<file path="src/rtl/core/plsc_pkg.sv">
// Package for the positional list store core: command codes, cell edit codes
// and the response record shared by the cell chain and the top level.
// No dependencies.
package plsc_pkg;

   localparam int CMD_W      = 4;
   localparam int POS_W      = 7;
   localparam int DATA_W     = 32;
   localparam int RSP_IDX_W  = 7;

   typedef enum logic [CMD_W-1:0] {
      CMD_PUSH_FRONT = 4'd0,
      CMD_PUSH_BACK  = 4'd1,
      CMD_POP_FRONT  = 4'd2,
      CMD_POP_BACK   = 4'd3,
      CMD_INSERT     = 4'd4,
      CMD_ERASE      = 4'd5,
      CMD_FIND       = 4'd6,
      CMD_READ       = 4'd7,
      CMD_WRITE      = 4'd8,
      CMD_CLEAR      = 4'd9
   } cmd_type;

   typedef enum logic [1:0] {
      EDIT_NONE   = 2'd0,
      EDIT_INSERT = 2'd1,
      EDIT_ERASE  = 2'd2,
      EDIT_WRITE  = 2'd3
   } edit_type;

   typedef struct packed {
      logic                 ok;
      logic [DATA_W-1:0]    read_value;
      logic [RSP_IDX_W-1:0] found_index;
      logic [RSP_IDX_W-1:0] count;
      logic [DATA_W-1:0]    front_value;
      logic [DATA_W-1:0]    back_value;
   } rsp_type;

endpackage

</file>
<file path="src/rtl/core/plsc_cell.sv">
// One storage cell of the list chain: holds one entry and takes its neighbor's
// entry on insert or erase shifts. Depends on plsc_pkg.
module plsc_cell #(
   parameter int DW    = 32,
   parameter int PW    = 7,
   parameter int INDEX = 0
) (
   input  logic               clock,
   input  plsc_pkg::edit_type edit_kind,
   input  logic [PW-1:0]      edit_pos,
   input  logic [DW-1:0]      edit_value,
   input  logic [DW-1:0]      left_value,
   input  logic [DW-1:0]      right_value,
   output logic [DW-1:0]      cell_value
);
   import plsc_pkg::*;

   localparam logic [PW-1:0] IDX = PW'(INDEX);

   logic [DW-1:0] value_ff;
   logic [DW-1:0] value_in;

   always_comb begin
      value_in = value_ff;
      case (edit_kind)
         EDIT_INSERT: begin
            if (IDX > edit_pos) begin
               value_in = left_value;
            end else if (IDX == edit_pos) begin
               value_in = edit_value;
            end
         end
         EDIT_ERASE: begin
            if (IDX >= edit_pos) begin
               value_in = right_value;
            end
         end
         EDIT_WRITE: begin
            if (IDX == edit_pos) begin
               value_in = edit_value;
            end
         end
         default: begin
            value_in = value_ff;
         end
      endcase
   end

   always_ff @(posedge clock) begin
      value_ff <= value_in;
   end

   assign cell_value = value_ff;

endmodule

</file>
<file path="config.mk">
export PLATFORM = sky130hd
export DESIGN_NAME = plsc_cell
export DESIGN_NICKNAME = d
export VERILOG_FILES = /design/src/rtl/core/plsc_pkg.sv /design/src/rtl/core/plsc_cell.sv
export SDC_FILE = /design/constraint.sdc
export NUM_CORES = 1
export LEC_CHECK = 0
export BUFFER_PORTS_ARGS = -buffer_cell sky130_fd_sc_hd__buf_2
export CAP_MARGIN = 15
export CORE_MARGIN = 5
export CORE_UTILIZATION = 37
export DETAILED_ROUTE_END_ITERATION = 6
export PLACE_DENSITY = 0.8
export RECOVER_POWER = 25
export SLEW_MARGIN = 20
export SYNTH_ARGS = -nofsm -noshare
export SYNTH_HDL_FRONTEND = slang
export SYNTH_SLANG_ARGS = --single-unit
</file>
<file path="constraint.sdc">
create_clock -name clock -period 2.1 [get_ports clock]
set_input_delay 0.315 -clock clock [delete_from_list [all_inputs] [get_ports clock]]
set_output_delay 0.315 -clock clock [all_outputs]
set_load 0.03 [all_outputs]
</file>
==> metrics.csv, run 1 <==
metric,value,unit
clkSlewWorstSetupHoldPaths,0.07,ns
row_count,26,
required,2.08,ns
n_antenna_cell,0,
drc,0,
dieHeight,81.55,µm
final_layout_size_suffix_gt1_share,35.42,%
ios,138,
finalWirelength,5.790,mm
cts_setup_buffers,0,
rsz0062_at_grt,false,
clock_latency,0.28,ns
drv_cap,0,
drtIter0Drc,86,
nFillCells,494,
clock-sinks,32,
syn_inst,189,
grt_start_max_net_pins,40,
cts-root-buf,clkbuf_8,
syn_area_per_cell,10.02,µm²
drv_slew,0,
cts_buffers,5,
largest_reg_flops,32,
layout_min_cycle_time,1.502,ns
port_buffers,105,
final_cell_mix,"81 x buf_2, 33 x nor2_1, 32 x nand4b_1, 32 x a31oi_1, 32 x edfxtp_1",
cts_buffer_depth,2,
ys_seq_elements,32,
grt.overflow.total,0,
synth_cell_type_count,15,
dpl.cell_count,350,
leakage,0.9299,nW
dp_hpwl,3.943,mm
min_from,right_value[20],
p_total,1.613,mW
ant_nets,0,
antenna_found_initial,0,
crit_arrival,1.48,ns
fin_skew,0,ns
yosysSeqAreaShare,50.73,%
via_count,1930,
cp-start-kind,input port,
die_area,0.006650,mm²
period_share,71.54,%
worstSetupEndpointType,register,
hold_depth,3,
worstRegToRegCells,2,
power_density,634.5,mW/mm²
gp_congestion,0.7646,
wl_per_cell,16.17,µm
start_util,37.57,%
yosys_warnings,0,
final_cells,358,
die_x,81.55,µm
cts_tree,built,
crit_path_start,edit_pos[3],
drt_pre_antenna_iters,6,
netlist_area,0.001894,mm²
grt_first_pass_wirelength,8.625,mm
path_max_fanout,32,
core,0.005042,mm²
grt_usage,16.92,%
cts.htree.levels,2,
setup_viol,0,
ir_drop,0.0002466,V
hold_class,in -> reg,
via_per_inst,5.391,
hold_buffers,0,
final_hold_viol_count,0,
r2r-start,cell_value[30],
grt_pass1_vias,1827,
num-nets-final,393,
relSlewSlack,66.13,%
setup_tns,0,ns
areaGrowthSynthToFinish,34.21,%
cts_resized,0,
status,"complete, no violations",
whs,0.3827,ns
clock.fmax,665.6,MHz
path_class,in -> reg,
final_common_cell,buf_2,
worst_slew_pin_slew,0.5081,ns
syn_nets,295,
==> synth_stat cells <==
cell	count	area [µm²]
edfxtp_1	32	960.9
o21ai_0	3	15.01
o21ai_1	28	140.1
buf_6	3	33.78
buf_2	3	15.01
a31oi_1	32	200.2
a21o_1	1	7.510
or3_1	1	6.260
nand4b_1	32	280.3
o21ai_2	1	8.760
clkbuf_1	16	60.06
nand2b_1	1	6.260
or4_4	1	11.26
nor2_1	34	127.6
nor4_4	1	21.27
==> path summary, 6_finish.rpt <==
path | to | slack (ns)
max | cell_value[4] | 0.60
min | cell_value[20] | 0.38
max reg2reg | cell_value[30] | 1.20
min reg2reg | cell_value[12] | 0.67
==> kinds of logic after synthesis <==
kind of cell           Yosys count  synth area share (%)
AO/OA/AOI/OAI                   65                 19.62
flip-flops                      32                 50.73
buffers and inverters           22                 5.746
AND/OR/NAND/NOR                 70                 23.91
==> layer usage <==
metal / vias to the layer above / share of wire [%] / global-route usage (%)
li1: 941 / - / -
met1: 882 / 39 / 18.34
met2: 92 / 49 / 30.78
met3: 15 / 8.9 / 4.605
met4: 0 / 2.5 / 7.095
met5: - / 0 / 0
==> power by group <==
group          internal (mW)  switching [mW]
combinational          0.133           0.238
clock                  0.225           0.226
sequential             0.768          0.0235
total                   1.13           0.488
==> worst max-delay path, cell delays in order <==
cell	delay, ns
buf_2	0.12
or4_4	0.54
nor2_1	0.13
a21o_2	0.16
buf_12	0.20
==> cell type report <==
class / count / area [µm²] / share of cell area (%)
Timing Repair Buffer: 113 / 580.6 / 22.83
Sequential cell: 32 / 960.9 / 37.80
Clock inverter: 3 / 13.76 / 0.5413
Multi-Input combinational cell: 135 / 830.8 / 32.68
Tap cell: 70 / 87.58 / 3.445
Clock buffer: 5 / 68.82 / 2.707
==> stage by stage <==
step / worst slack (ns) / area [µm²] / util (%)
global placement: 0.2960 / 2490 / 49.38
CTS: 0.5851 / 2572 / 51.02
detailed placement: 0.2827 / 2490 / 49.38
global route: 0.5631 / 2542 / 50.42
finish: 0.5976 / 2542 / 50.42
floorplan: 0.1209 / 1896 / -
Note: power is estimated with default switching activity, not from simulation.
==> inputs of run 2 (changes only) <==
- ABC_AREA: unset -> 1
- CORE_UTILIZATION: 37 -> 39
- clock period: 2.1 -> 1.3 ns (I/O delays scaled with it)
==> run 2 against run 1 <==
  * Final cell count up 31%
  * Sequential power up 63%
  * First-iteration DRC count is 1.2% higher
  * Critical endpoint is now cell_value[10]
==> metrics.csv, run 2 <==
metric,value,unit,change
p_seq_share,47.4,%,-1.7 points
synth_area_leaders,"edfxtp_1 44%, nand3_1 15%, inv_1 11%",,
period_share,87.66,%,
cts.htree.levels,2,,unchanged
path_class,in -> reg,,
dieHeight,84.91,µm,+4.1%
final_common_cell,buf_2,,
crit_path_start,edit_pos[4],,
leakage,1.538,nW,+65%
power_density,936.9,mW/mm²,+48%
cpLargestDelayFamily,buffers and inverters,,
ant_nets,0,,unchanged
relSlewSlack,60.56,%,-5.6 points
num-nets-final,502,,+28%
drc,0,,unchanged
die_area,0.007209,mm²,+8.4%
pre_cts_slack,-0.02910,ns,-0.3118 ns
status,"complete, no violations",,
clock-sinks,32,,unchanged
r2r_slack,0.39,ns,-0.81 ns
setup_ws,0.1604,ns,-0.4372 ns
required,1.29,ns,-0.79 ns
crit_arrival,1.13,ns,-0.35 ns
pwr-share-comb,25.8,%,+2.8 points
ir_drop,0.0005178,V,+110%
core,0.005473,mm²,+8.5%
drv_slew,0,,unchanged
synth_edf_count,32,,unchanged
start_util,39.99,%,+2.4 points
placed_cell_area,0.002830,mm²,+14%
cts_tree,built,,
crit_buf_inv,3,,+1
final_hold_viol_count,0,,unchanged
final_cells,469,,+31%
yosys-top-cells-count,"65 x inv_1, 64 x nand2_1, 64 x nand3_1, 32 x edfxtp_1, 32 x o21ai_1",,
p_total,2.710,mW,+68%
p_switching,0.8324,mW,+71%
grt_first_pass_wirelength,9.798,mm,+14%
finalWirelength,5.974,mm,+3.2%
hold_buffers,0,,unchanged
gp_congestion,0.7683,,+0.48%
ios,138,,unchanged
dpl.cell_count,461,,+32%
cts-root-buf,clkbuf_8,,
clkSlewWorstSetupHoldPaths,0.07,ns,about the same
min_from,right_value[13],,
yosysSeqAreaShare,43.91,%,-6.8 points
yosysMostFrequentCell,inv_1,,
dp_hpwl,4.450,mm,+13%
synth_cell_type_count,14,,-1
whs,0.1858,ns,-0.1969 ns
grt.overflow.total,0,,unchanged
synth_top_area_share,43.91,%,-6.8 points
clock_latency,0.27,ns,about the same
r2r-start,cell_value[10],,
drv_cap,0,,unchanged
hold_class,in -> reg,,
die_x,84.91,µm,+4.1%
areaGrowthSynthToFinish,32.19,%,
multiInputGateArea,797.0,µm²,-4.1%
grt_start_max_net_pins,33,,-18%
path_cells,clkbuf_1 -> nor2_4 -> nand2_1 -> clkinv_4 -> a31o_1 -> buf_4,,
clock.fmax,877.5,MHz,
wl_per_cell,12.74,µm,-21%
nFillCells,553,,+12%
internal_power,1.878,mW,+67%
fin_skew,0,ns,unchanged
grt_usage,16.58,%,-0.34 points
syn_area_per_cell,7.572,µm²,-24%
setup_viol,0,,unchanged
synthArstFlopShare,0,%,unchanged
largest_reg_flops,32,,unchanged
regArea,960.9,µm²,unchanged
worstSetupEndpointType,register,,
cts_buffer_depth,2,,unchanged
design_area,0.002893,mm²,+14%
path_max_fanout,6,,-81%
n_antenna_cell,0,,unchanged
syn_nets,395,,+34%
min_to,cell_value[13],,
yosys_warnings,0,,unchanged
cp_slowest_cell,a31o_1,,
r2r-end,cell_value[10],,
syn_inst,289,,+53%
antenna_found_initial,0,,unchanged
cts_buffers,5,,unchanged
grt_pass1_vias,2208,,+21%
switching_share,30.71,%,+0.47 points
via_per_inst,4.704,,-13%
worst_slew_pin_slew,0.5908,ns,+0.08267 ns
cp-start-kind,input port,,
final_cell_mix,"104 x buf_2, 65 x nand2_1, 65 x inv_1, 64 x nand3_1",,
worstRegToRegCells,4,,+2
slowest_delay,0.28,ns,-0.26 ns
netlist_area,0.002188,mm²,+16%
cts_resized,0,,unchanged
yosysTopAreaCell,edfxtp_1,,
row_count,27,,+3.8%
rsz0062_at_grt,false,,
layout_min_cycle_time,1.140,ns,
port_buffers,105,,unchanged
ys_seq_elements,32,,unchanged
hold_depth,3,,unchanged
pwr-share-clk,26.8,%,-1.1 points
synth-main-ff-cell,edfxtp_1,,
final_layout_size_suffix_gt1_share,33.75,%,-1.7 points
cts_setup_buffers,0,,unchanged
drt_pre_antenna_iters,4,,-2
drtIter0Drc,87,,+1.2%
via_count,2206,,+14%
run 2: cell types whose count changed after synthesis, moves of 32 or more:
cell | previous run | this run
nand4b_1 | 32 | 0
inv_1 | 0 | 65
nand3_1 | 0 | 64
a31oi_1 | 32 | 0
nand2_1 | 0 | 64
nor2_1 | 34 | 0
run 2: kinds of logic (layout without fill, tap and decap cells):
logic type             after synthesis  after routing  share of synthesized area, %
and+or+nand+nor                    136            136                         28.59
buffers and inverters               88            196                         19.78
AOI/OAI and AO/OA                   33             33                         7.719
DFF                                 32             32                         43.91
run 2: area by class of cell:
type / count / area share [%]
clock inverters: 1 / 0.1298
clock buffers: 7 / 2.638
flip-flops and latches: 32 / 33.22
well taps: 72 / 3.114
repair buffers: 118 / 24.09
inverters: 70 / 9.256
multi-input cells: 169 / 27.55
run 2: worst max path at each step:
stage,end,slack (ns),cells after the start
after floorplan,cell_value[0],0.008,5
after global placement,cell_value[9],-0.02,8
after detailed placement,cell_value[22],-0.03,8
after CTS,cell_value[30],0.21,1
after global routing,cell_value[10],0.1,6
final,cell_value[10],0.16,6
run 2: routing by layer:
metal / up-vias / part of all wire, % / GRT usage [%]
li1: 1127 / - / -
met1: 975 / 39 / 18.37
met2: 92 / 52 / 31.03
met3: 12 / 7.4 / 3.495
met4: 0 / 1.5 / 5.899
met5: - / 0 / 0
run 2: worst min-delay path: stages:
cell and delay, ns:
buf_2 0.08, nand2_1 0.04, nand2_1 0.05
run 2: metrics by stage:
step,utilization [%],setup TNS (ns)
6_report,52.86,0
5_1_grt,52.86,0
4_1_cts,53.18,0
3_5_place_dp,51.71,-0.3540
3_3_place_gp,51.71,-0.1986
2_1_floorplan,-,0
run 2: power groups by stage:
stage          combinational [mW]  clock (mW)  sequential [mW]
4_1_cts                     0.711       0.744             1.29
3_3_place_gp                0.700           0             1.30
3_5_place_dp                0.709           0             1.31
2_1_floorplan               0.275           0             1.47
6_report                    0.699       0.725             1.29
5_1_grt                     0.770       0.797             1.29
